## src/rtl/core/calendar_hour_adder_defines.svh

```systemverilog
// Assertion macros for the calendar hour adder.
// Used by rtl/core/calendar_hour_adder.sv; expects clk_i and rst_ni in scope.
`ifndef CALENDAR_HOUR_ADDER_DEFINES_SVH
`define CALENDAR_HOUR_ADDER_DEFINES_SVH

// check a property on every rising clock edge outside reset
`define CHA_ASSERT(label, prop, msg) \
  label: assert property (@(posedge clk_i) disable iff (!rst_ni) (prop)) else $error(msg);

// check that a condition implies a consequence in the same cycle
`define CHA_ASSERT_IMPL(label, ante, cons, msg) \
  `CHA_ASSERT(label, (ante) |-> (cons), msg)

`endif

```

## src/rtl/core/cha_pkg.sv

```systemverilog
// Shared types, constants and the month length function for the calendar hour adder.
// No dependencies; imported by rtl/core/calendar_hour_adder.sv and sim/tb_top.sv.
package cha_pkg;

  typedef struct packed {
    logic [33:0]        start_stamp;
    logic signed [15:0] hour_offset;
  } cha_in_t;

  typedef struct packed {
    logic [33:0] result_stamp;
    logic        range_error;
  } cha_out_t;

  // divisors pre-shifted to the top quotient bit of each field
  localparam logic [33:0] DIV_C_INIT = 34'd12800000000;  // 1e8 << 7
  localparam logic [33:0] DIV_Y_INIT = 34'd64000000;     // 1e6 << 6
  localparam logic [33:0] DIV_M_INIT = 34'd640000;       // 1e4 << 6
  localparam logic [33:0] DIV_D_INIT = 34'd6400;         // 1e2 << 6

  localparam logic [33:0] MUL_C = 34'd100000000;
  localparam logic [33:0] MUL_Y = 34'd1000000;
  localparam logic [33:0] MUL_M = 34'd10000;
  localparam logic [33:0] MUL_D = 34'd100;

  localparam logic [6:0] YY_MAX      = 7'd99;
  localparam logic [7:0] CENTURY_MAX = 8'd99;
  localparam logic [6:0] MONTH_MAX   = 7'd12;
  localparam logic [6:0] HOUR_MAX    = 7'd23;
  localparam logic signed [16:0] HOURS_PER_DAY = 17'sd24;

  function automatic logic [4:0] month_days(input logic [3:0] m, input logic leap);
    logic [4:0] days;
    case (m)
      4'd2:                   days = leap ? 5'd29 : 5'd28;
      4'd4, 4'd6, 4'd9, 4'd11: days = 5'd30;
      default:                days = 5'd31;
    endcase
    return days;
  endfunction

endpackage

```

## src/rtl/core/calendar_hour_adder.sv

```systemverilog
// Calendar hour adder top level: unpack, validate, day stepping and repack.
// Depends on rtl/core/cha_pkg.sv and rtl/core/calendar_hour_adder_defines.svh.
//
// Takes one word holding a decimal YYYYMMDDHH stamp and a signed hour offset and
// returns one word with the shifted stamp, or the input stamp with range_error set
// when the stamp is invalid or the year leaves 0..9999. One word is in flight at a
// time; in_stall_o is high from acceptance until the result is loaded into the
// output register, which may still be waiting while the next word is accepted.
// Unpacking runs a shared compare-subtract unit, one quotient bit a cycle, and
// ST_CHECK validates the fields. The day loop, one calendar day a cycle, sets the
// worst case; a stamp that is invalid on entry skips it and repacking. Repacking
// runs through ST_PACK_C, ST_PACK_Y and ST_PACK_M, and ST_DONE loads the result.
`include "calendar_hour_adder_defines.svh"

module calendar_hour_adder (
  input  logic             clk_i,
  input  logic             rst_ni,
  input  logic             in_valid_i,
  output logic             in_stall_o,
  input  cha_pkg::cha_in_t  in_data_i,
  output logic             out_valid_o,
  input  logic             out_stall_i,
  output cha_pkg::cha_out_t out_data_o
);
  import cha_pkg::*;

  typedef enum logic [10:0] {
    ST_IDLE   = 11'b00000000001,
    ST_DIV_C  = 11'b00000000010,
    ST_DIV_Y  = 11'b00000000100,
    ST_DIV_M  = 11'b00000001000,
    ST_DIV_D  = 11'b00000010000,
    ST_CHECK  = 11'b00000100000,
    ST_STEP   = 11'b00001000000,
    ST_PACK_C = 11'b00010000000,
    ST_PACK_Y = 11'b00100000000,
    ST_PACK_M = 11'b01000000000,
    ST_DONE   = 11'b10000000000
  } state_e;

  state_e state_q, state_d;
  logic [2:0] k_q, k_d;
  logic out_valid_q, out_valid_d;

  logic [33:0] stamp_q, stamp_d;
  logic [33:0] rem_q, rem_d;
  logic [33:0] div_q, div_d;
  logic [7:0]  quo_q, quo_d;
  logic [7:0]  century_q, century_d;
  logic [6:0]  yy_q, yy_d;
  logic [6:0]  month_q, month_d;
  logic [6:0]  day_q, day_d;
  logic signed [16:0] total_q, total_d;
  logic        bad_q, bad_d;
  cha_out_t    out_q, out_d;

  logic        ge;
  logic [33:0] diff;
  logic [7:0]  quo_next;
  logic        leap;
  logic [4:0]  mdays_cur;
  logic [4:0]  mdays_prev;
  logic        out_load;

  assign ge         = rem_q >= div_q;
  assign diff       = rem_q - div_q;
  assign quo_next   = {quo_q[6:0], ge};
  assign leap       = (yy_q == 7'd0) ? (century_q[1:0] == 2'd0) : (yy_q[1:0] == 2'd0);
  assign mdays_cur  = month_days(month_q[3:0], leap);
  assign mdays_prev = month_days(4'(month_q[3:0] - 4'd1), leap);

  always_comb begin
    state_d   = state_q;
    k_d       = k_q;
    stamp_d   = stamp_q;
    rem_d     = rem_q;
    div_d     = div_q;
    quo_d     = quo_q;
    century_d = century_q;
    yy_d      = yy_q;
    month_d   = month_q;
    day_d     = day_q;
    total_d   = total_q;
    bad_d     = bad_q;
    out_load  = 1'b0;

    case (state_q)
      ST_IDLE: begin
        if (in_valid_i) begin
          stamp_d = in_data_i.start_stamp;
          rem_d   = in_data_i.start_stamp;
          total_d = {in_data_i.hour_offset[15], in_data_i.hour_offset};
          div_d   = DIV_C_INIT;
          k_d     = 3'd7;
          quo_d   = '0;
          bad_d   = 1'b0;
          state_d = ST_DIV_C;
        end
      end
      ST_DIV_C, ST_DIV_Y, ST_DIV_M, ST_DIV_D: begin
        if (ge) begin
          rem_d = diff;
        end
        quo_d = quo_next;
        div_d = div_q >> 1;
        k_d   = k_q - 3'd1;
        if (k_q == 3'd0) begin
          quo_d = '0;
          k_d   = 3'd6;
          case (state_q)
            ST_DIV_C: begin
              century_d = quo_next;
              div_d     = DIV_Y_INIT;
              state_d   = ST_DIV_Y;
            end
            ST_DIV_Y: begin
              yy_d    = quo_next[6:0];
              div_d   = DIV_M_INIT;
              state_d = ST_DIV_M;
            end
            ST_DIV_M: begin
              month_d = quo_next[6:0];
              div_d   = DIV_D_INIT;
              state_d = ST_DIV_D;
            end
            default: begin
              day_d   = quo_next[6:0];
              state_d = ST_CHECK;
            end
          endcase
        end
      end
      ST_CHECK: begin
        bad_d = (century_q > CENTURY_MAX) || (month_q == 7'd0) || (month_q > MONTH_MAX) ||
                (rem_q[6:0] > HOUR_MAX) || (day_q == 7'd0) || (day_q > {2'b00, mdays_cur});
        total_d = total_q + $signed({10'd0, rem_q[6:0]});
        state_d = ST_STEP;
      end
      ST_STEP: begin
        if (bad_q) begin
          state_d = ST_DONE;
        end else if (total_q >= HOURS_PER_DAY) begin
          total_d = total_q - HOURS_PER_DAY;
          if (day_q == {2'b00, mdays_cur}) begin
            day_d = 7'd1;
            if (month_q == MONTH_MAX) begin
              month_d = 7'd1;
              if (yy_q == YY_MAX) begin
                yy_d = 7'd0;
                if (century_q == CENTURY_MAX) begin
                  bad_d = 1'b1;
                end else begin
                  century_d = century_q + 8'd1;
                end
              end else begin
                yy_d = yy_q + 7'd1;
              end
            end else begin
              month_d = month_q + 7'd1;
            end
          end else begin
            day_d = day_q + 7'd1;
          end
        end else if (total_q[16]) begin
          total_d = total_q + HOURS_PER_DAY;
          if (day_q == 7'd1) begin
            if (month_q == 7'd1) begin
              month_d = MONTH_MAX;
              day_d   = 7'd31;
              if (yy_q == 7'd0) begin
                if (century_q == 8'd0) begin
                  bad_d = 1'b1;
                end else begin
                  century_d = century_q - 8'd1;
                  yy_d      = YY_MAX;
                end
              end else begin
                yy_d = yy_q - 7'd1;
              end
            end else begin
              month_d = month_q - 7'd1;
              day_d   = {2'b00, mdays_prev};
            end
          end else begin
            day_d = day_q - 7'd1;
          end
        end else begin
          state_d = ST_PACK_C;
        end
      end
      ST_PACK_C: begin
        rem_d   = 34'(34'(century_q) * MUL_C);
        state_d = ST_PACK_Y;
      end
      ST_PACK_Y: begin
        rem_d   = rem_q + 34'(34'(yy_q) * MUL_Y);
        state_d = ST_PACK_M;
      end
      ST_PACK_M: begin
        rem_d   = rem_q + 34'(34'(month_q) * MUL_M);
        state_d = ST_DONE;
        rem_d   = rem_d + 34'(34'(day_q) * MUL_D) + 34'(total_q[6:0]);
      end
      ST_DONE: begin
        if (!out_valid_q || !out_stall_i) begin
          out_load = 1'b1;
          state_d  = ST_IDLE;
        end
      end
      default: begin
        state_d = ST_IDLE;
      end
    endcase
  end

  always_comb begin
    out_d = out_q;
    if (out_load) begin
      out_d.result_stamp = bad_q ? stamp_q : rem_q;
      out_d.range_error  = bad_q;
    end
  end

  always_comb begin
    out_valid_d = out_valid_q;
    if (out_load) begin
      out_valid_d = 1'b1;
    end else if (!out_stall_i) begin
      out_valid_d = 1'b0;
    end
  end

  always_ff @(posedge clk_i or negedge rst_ni) begin
    if (!rst_ni) begin
      state_q     <= ST_IDLE;
      k_q         <= '0;
      out_valid_q <= 1'b0;
    end else begin
      state_q     <= state_d;
      k_q         <= k_d;
      out_valid_q <= out_valid_d;
    end
  end

  always_ff @(posedge clk_i) begin
    stamp_q   <= stamp_d;
    rem_q     <= rem_d;
    div_q     <= div_d;
    quo_q     <= quo_d;
    century_q <= century_d;
    yy_q      <= yy_d;
    month_q   <= month_d;
    day_q     <= day_d;
    total_q   <= total_d;
    bad_q     <= bad_d;
    out_q     <= out_d;
  end

  assign in_stall_o  = (state_q != ST_IDLE);
  assign out_valid_o = out_valid_q;
  assign out_data_o  = out_q;

  `CHA_ASSERT(a_accept_starts, in_valid_i && !in_stall_o |=> state_q == ST_DIV_C, "accepted word did not start unpacking")
  `CHA_ASSERT_IMPL(a_step_date_ok, state_q == ST_STEP && !bad_q, month_q >= 7'd1 && month_q <= MONTH_MAX && day_q >= 7'd1 && day_q <= 7'd31, "date left calendar range while stepping")
  `CHA_ASSERT_IMPL(a_pack_hour_ok, state_q == ST_PACK_C, !bad_q && total_q >= 17'sd0 && total_q < HOURS_PER_DAY, "hour out of range at repack")
  `CHA_ASSERT(a_load_from_done, $rose(out_valid_q) |-> $past(state_q == ST_DONE), "result appeared without finishing a word")

endmodule

```

## config.mk

```make
export PLATFORM = sky130hd
export DESIGN_NAME = calendar_hour_adder
export DESIGN_NICKNAME = d
export VERILOG_FILES = /design/src/rtl/core/cha_pkg.sv /design/src/rtl/core/calendar_hour_adder.sv
export VERILOG_INCLUDE_DIRS = /design/src /design/src/rtl/core
export SDC_FILE = /design/constraint.sdc
export NUM_CORES = 1
export LEC_CHECK = 0
export BUFFER_PORTS_ARGS = -buffer_cell sky130_fd_sc_hd__buf_2
export CORE_UTILIZATION = 30
export DETAILED_ROUTE_END_ITERATION = 7
export GPL_ROUTABILITY_DRIVEN = 0
export SYNTH_ARGS = -nofsm -noshare
export SYNTH_HDL_FRONTEND = slang
export SYNTH_SLANG_ARGS = --single-unit
export TNS_END_PERCENT = 100
```

## constraint.sdc

```tcl
create_clock -name clk_i -period 16.6 [get_ports clk_i]
set_input_delay 0.83 -clock clk_i [delete_from_list [all_inputs] [get_ports clk_i]]
set_output_delay 0.83 -clock clk_i [all_outputs]
set_load 0.03 [all_outputs]
```

==> impl_results.md, run 1 <==
- Final number of setup-violating endpoints: 0
- Vias per cell: ~5.4
- Fill cells: approximately 7000
- Syn Inst Count: between 2000 and 2500
- Placed instance area: approximately 23000 sq um
- Hold Crit Class: input port to asynchronous set/reset pin
- Met3 Routed Length: ~5200 microns
- Clock skew: ~0.018 ns
- Post-Layout Cell Count: roughly 3200
- Maximum clock frequency: 134 MHz
- Clock transition at path regs: about 0.060 ns
- CTS Buf Count: 27
- Syn Std Cell Area: between 20000 and 25000 sq um
- Final #Nets: between 2000 and 3000
- Max-slew headroom: around 22%
- Wl on met1: 27500 microns
- RSZ-0062 raised after global routing: no
- Drt initial violations: 1755
- Synth cell types: between 70 and 80
- Vias in the first global route: ~18000
- Vias: around 17000
- Slowest-stage cell, CP: a31oi_1
- Clock buffer depth: 3
- Clk_lat worst skew: approximately 0.58 ns
- Clk root buf: clkbuf_16
- Max-slew violation count: 0
- Crit Path Max Fanout: 10
- Worst-margin pin slew: 1.17 ns
- IO Pins: a little over 90
- Synthesized net count: between 2000 and 3000
- Routed WL: about 65000 microns
- Highest Signal Layer: met5
- Tcrit/Tclk final: between 40% and 50%
- Routed WL per cell: between 20 and 25 microns
- Maxcap violations: 0
- Rows: 96
- Critical path endpoint category: flip-flop
- Setup TNS: 0 ns
- Port Buffer Count: 90
- Drt first pass iters: 6
- EDFF count, synth: 191
- GRT Overall Usage: between 15 and 20%
- Final instance area: between 20000 and 25000 sq um
- Core area: 69100 sq um
- H-tree depth: 1
- CTS tree: done
- Crit start category: flip-flop
- First-pass GRT wire length: around 100000 microns
- Initial Util: between 30 and 40%
- CP most frequent cell: ha_1
- Outcome: finished clean
- #FFs+latches synth: 206
- DPL Wire Length: around 50000 microns
- Post-CTS Hold Buffers: 0
- Largest net degree at the start of global routing: 48
- Sequential cell area: between 6000 and 7000 sq um
- DRC Markers: 0
- Multi-input gate area: roughly 14000 sq um
- Grt ovf: 0
- Post_cts resized: 0
- CTS sink cnt: 206
- Post-Place Cells: 3170
- CP required: between 15 and 20 ns
- Chip height: approximately 270 microns
- Layout Area Growth over Synthesis: 11.3%
- Avg Cell Area, Syn: 9.58 sq um
- Asr flop ratio synth: under 10%
- Die footprint: 71300 sq um
- Layout cell share with drive strength beyond 1: roughly a tenth
- Delay of the slowest critical-path stage: between 0.6 and 0.7 ns
- Final Hold Violating Endpoints: 0
- Sequential area share after synthesis: between 20% and 30%
- Initial antenna violation count: 8
- Tmin final: between 7 and 8 ns
- Arrival @ worst endpoint: 7.80 ns
- Postcts setup bufs: 0
- Routed met2 length: roughly 30000 microns
- Post-route ant nets: 0
- Top_reg_cell synth: edfxtp_1
- Synth warn: 0
- Die Span X: roughly 270 microns
- Kind of critical path: flip-flop to flip-flop
[kinds of logic (layout without fill, tap and decap cells)]
kind of cell	Yosys count	count (layout)	share of synthesized area [%]
multiplexers	36	36	1.89
flip-flops	206	206	29.0
other	0	2	0
AND/OR/NAND/NOR	545	545	12.7
buffers and inverters	267	354	4.87
AO/OA/AOI/OAI	562	562	17.3
adder cells (fa/ha/maj)	396	396	26.4
XOR/XNOR	189	189	7.85
[registers in the layout, indices dropped and copies added, names as in the netlist]
signal / count
out_data_o: 35
div_q: 34
rem_q: 34
stamp_q: 34
total_q: 17
state_q: 11
century_q: 8
day_q: 7
month_q: 7
quo_q: 7
yy_q: 7
k_q: 3
bad_q: 1
out_valid_o: 1
[placed cells by master, fill, tap and decap left out, types with 14 or more instances in the layout]
cell type  instances
nand4_1           22
a22oi_1           16
edfxtp_1         191
fa_1              82
a21oi_1          147
xnor2_1          122
and3_1            22
o211ai_1          20
nor3_1            57
buf_4             26
clkbuf_16         27
o21ai_0          130
nor2b_1           21
a211oi_1          17
nand3_1           53
nor2_1           123
mux2_2            30
ha_1             314
a31oi_1           20
o21a_1            21
nand2b_1          20
buf_2             90
a21o_1            52
dfrtp_1           14
o221ai_1          20
nand2_1          149
o21bai_1          24
xor2_1            67
inv_1            188
[per-layer routing]
metal  vias up  global-route usage (%)
met2       665                    29.8
li1       8204                       -
met4        12                    5.19
met5         -                       0
met1      8505                    24.0
met3       104                    2.49
[cells in the mapped netlist, types with 6 or more instances]
library cell,count,area (sq um)
nor2b_1,21,131
o221ai_1,20,175
o211ai_1,20,150
ha_1,314,3930
and2_1,12,75.1
a211oi_1,17,128
clkbuf_1,63,236
nor3_1,58,290
o22ai_1,9,56.3
o21ai_0,130,651
a222oi_1,13,130
mux2i_1,6,60.1
or2_2,8,50.1
o21a_1,21,158
nand4_1,22,138
nand2_1,150,563
xor2_1,67,587
o21bai_1,24,180
and3_1,22,138
mux2_2,30,338
a221oi_1,13,114
nor4_1,13,81.3
o31ai_1,7,52.6
edfxtp_1,191,5740
dfrtp_1,14,350
a21oi_1,148,741
nand3_1,53,265
xnor2_1,122,1070
nor2_1,125,469
nand2b_1,20,125
a221o_1,6,60.1
fa_1,82,1640
inv_1,189,709
a2111oi_0,8,70.1
or3_1,8,50.1
a31oi_1,20,125
buf_1,8,30.0
a22oi_1,16,120
a21o_1,52,390
[cell type report]
type                            count  area share (%)
Tap cell                          931            4.96
Multi-Input combinational cell   1728            59.6
Clock buffer                       32            2.96
Antenna cell                        2          0.0213
Inverter                          189            3.02
Timing Repair Buffer              116            2.75
Clock inverter                     17           0.603
Sequential cell                   206            26.0
[final timing paths]
path,endpoint,from,cells past startpoint,slack (ns)
min in group clk_i,stamp_q[33],in_data_i[49],1,0.46
worst max register to register,rem_q[31],month_q[2],28,9.12
worst min register to register,century_q[7],quo_q[6],2,0.53
worst min-delay path,state_q[2],rst_ni,1,0.16
worst max-delay path,rem_q[31],month_q[2],28,9.12
max in group asynchronous,state_q[0],rst_ni,1,16.13
[through the flow]
stage	util, %	hold slack (ns)	worst slack [ns]
CTS	34.0	0.148	9.16
detailed placement	32.8	0.509	9.22
global placement	32.8	0.507	9.36
finish	34.0	0.160	9.12
global route	34.0	0.164	8.66
floorplan	-	0.424	10.00
[worst max-delay path: cells and delay by family, from the launching register on]
kind | cells | cell delay [ns]
DFF | 1 | 0.66
adders and majority gates | 8 | 2.48
xor gates and xnor gates | 2 | 0.30
buffers and inverters | 1 | 0.23
and+or+nand+nor | 4 | 0.56
AOI/OAI and AO/OA | 13 | 2.97
Power of run 1 is not shown: default switching activity piles up to over one toggle a cycle in this logic, so the estimate is an artifact.
==> run 2, diff against run 1 <==
ABC_AREA = 1   (was unset)
clock period = 7.45 ns   (was 16.6 ns; I/O delays follow)
==> run 2 against run 1 <==
Critical path depth grew 1. Die area grew 13%. Global-route usage grew 1.6 points. Via count grew 28%. Register-to-register slack lost 7.8 ns. Critical endpoint is now rem_q[24]. Count of clock-buffer cells in the layout grew 1. Largest cell class unchanged. Sequential cell count is the same. Fmax grew 22%.
==> impl_results.md, run 2 <==
- Tmin final: 6.14 ns
- Layout Area Growth over Synthesis: 11.0%
- Maximum clock frequency: 163 MHz
- Placed instance area: around 26000 sq um
- DPL Wire Length: 65900 microns
- Hold path start: in_data_i[49]
- Tcrit/Tclk final: 82.5%
- Most frequent cells in the layout: 901 x nand2_1, 520 x inv_1, 314 x ha_1
- Synth top area cells: edfxtp_1 24%, ha_1 16%, nand2_1 14%, inv_1 8.2%, fa_1 6.9%
- H-tree depth: 1
- Max-slew headroom: around 31%
- Clock transition at path regs: roughly 0.060 ns
- Hold Crit Endpoint: stamp_q[33]
- Avg Cell Area, Syn: approximately 7.3 sq um
- Core area: 78900 sq um
- Fill cells: 8556
- FF-to-FF setup slack: between 1 and 1.5 ns
- Slowest-stage cell, CP: edfxtp_1
- R2r startpoint: month_q[4]
- Outcome: finished clean
- Vias: approximately 22000
- Sequential area share after synthesis: 25.6%
- Syn Inst Count: about 3300
- Hold Crit Class: input port to flip-flop
- Final Hold Violating Endpoints: 0
- Port Buffer Count: 90
- Clock buffer depth: 3
- Critical path endpoint category: flip-flop
- Die footprint: ~80000 sq um
- Clock skew: between 0.03 and 0.04 ns
- Die Span X: approximately 280 microns
- Post-route ant nets: 0
- EDFF count, synth: 191
- Final instance area: roughly 26000 sq um
- #FFs+latches synth: 206
- Top cell type by total area after synthesis: edfxtp_1
- CP required: about 7.8 ns
- Final number of setup-violating endpoints: 0
- Arrival @ worst endpoint: ~6.5 ns
- CP most frequent cell: nand2_1
- Syn Std Cell Area: about 24000 sq um
- Initial antenna violation count: 0
- Maxcap violations: 0
- Post-synth top cells: 901 x nand2_1, 520 x inv_1, 314 x ha_1, 263 x nand3_1, 257 x nor2_1
- Routed WL: 79900 microns
- Largest net degree at the start of global routing: between 50 and 60
- Max reg flops: 35
- Synth warn: 0
- Synth top area share: between 20 and 25%
- Asr flop ratio synth: ~7.3%
- Antenna cells: 0
- Setup TNS: 0 ns
- Drt initial violations: between 1500 and 2000
- Delay of the slowest critical-path stage: 0.63 ns
- CTS tree: done
- Crit Path Max Fanout: 10
- CTS Buf Count: 26
- Vias in the first global route: roughly 21000
- Leading cell type in the layout, fill and taps excluded: nand2_1
- Top_reg_cell synth: edfxtp_1
- Count leader, synth: nand2_1
- GRT Overall Usage: between 10% and 20%
- Max-slew violation count: 0
- Routed WL per cell: roughly 18 microns
- RSZ-0062 raised after global routing: no
- Chip height: roughly 280 microns
- Synth cell types: between 50 and 60
- Kind of critical path: flip-flop to flip-flop
- Rows: 103
- Post_cts resized: 0
- Postcts setup bufs: 0
- Synthesized net count: about 3700
- Final #Nets: about 3800
- Clk_lat worst skew: ~0.58 ns
- Drt first pass iters: 6
- Grt ovf: 0
- Worst-margin pin slew: approximately 1.0 ns
- CTS sink cnt: between 200 and 250
- Layout cell share with drive strength beyond 1: under 10%
- First-pass GRT wire length: approximately 120000 microns
- Clk root buf: clkbuf_16
- RR Endpoint: rem_q[24]
- WHS Path Cells: 1
- Vias per cell: 5.03
- IO Pins: 91
- Launch point of the worst path: month_q[4]
- Initial Util: a little under a third
- R2R depth: 29
- Crit start category: flip-flop
- DRC Markers: 0
-- run 2: per-stage QoR --
step,setup slack (ns),hold WS [ns],utilization (%),instances
after floorplan,2.07,0.0769,-,3270
after global placement,1.44,0.302,32.3,4383
after detailed placement,1.41,0.303,32.3,4383
after CTS,1.36,0.00228,33.6,4444
after global routing,0.864,0.00719,33.6,4444
final,1.31,0.0194,33.6,4444
-- run 2: timing repair --
item	in CTS	in global routing
hold endpoints to repair	28	0
setup endpoints to repair	0	0
hold buffers	14	0
-- run 2: cells by family (layout without fill, tap and decap cells) --
group	Yosys count	count (layout)	synth area share, %
and+or+nand+nor	1608	1608	29.1
buffers and inverters	568	692	9.18
AOI/OAI and AO/OA	405	405	9.53
adders and majority gates	396	396	23.4
DFF	206	206	25.6
xor gates and xnor gates	87	87	3.20
-- run 2: worst max-delay path by stage --
stage / slack [ns] / end
6_report: 1.31 / rem_q[24]
5_1_grt: 0.86 / rem_q[29]
4_1_cts: 1.36 / rem_q[24]
3_5_place_dp: 1.41 / rem_q[24]
3_3_place_gp: 1.44 / rem_q[29]
2_1_floorplan: 2.07 / rem_q[27]
-- run 2: final cells by class --
| class | instances | area [sq um] | area share [%] |
|---|---|---|---|
| clock buffers | 33 | 687 | 2.60 |
| repair buffers | 113 | 658 | 2.49 |
| multi-input cells | 2496 | 15600 | 58.8 |
| flip-flops and latches | 206 | 6110 | 23.1 |
| well taps | 1050 | 1310 | 4.96 |
| clock inverters | 14 | 134 | 0.506 |
| inverters | 532 | 2000 | 7.56 |
-- run 2: metal layers --
layer | global-route usage (%) | vias up | wire length (microns)
met3 | 2.33 | 94 | 6150
met4 | 4.49 | 0 | 1690
li1 | - | 11000 | -
met5 | 0 | - | 0
met1 | 27.8 | 10600 | 36200
met2 | 31.3 | 766 | 35800
-- run 2: critical path, delay by kind of cell (launching register included) --
family          cells  cell delay [ns]
compound gates      3             0.49
buf+inv             4             0.36
fa+ha+maj           8             2.82
flops               1             0.63
xor+xnor            1             0.20
simple gates       13             1.40
Power of run 2 is left out for the same reason.
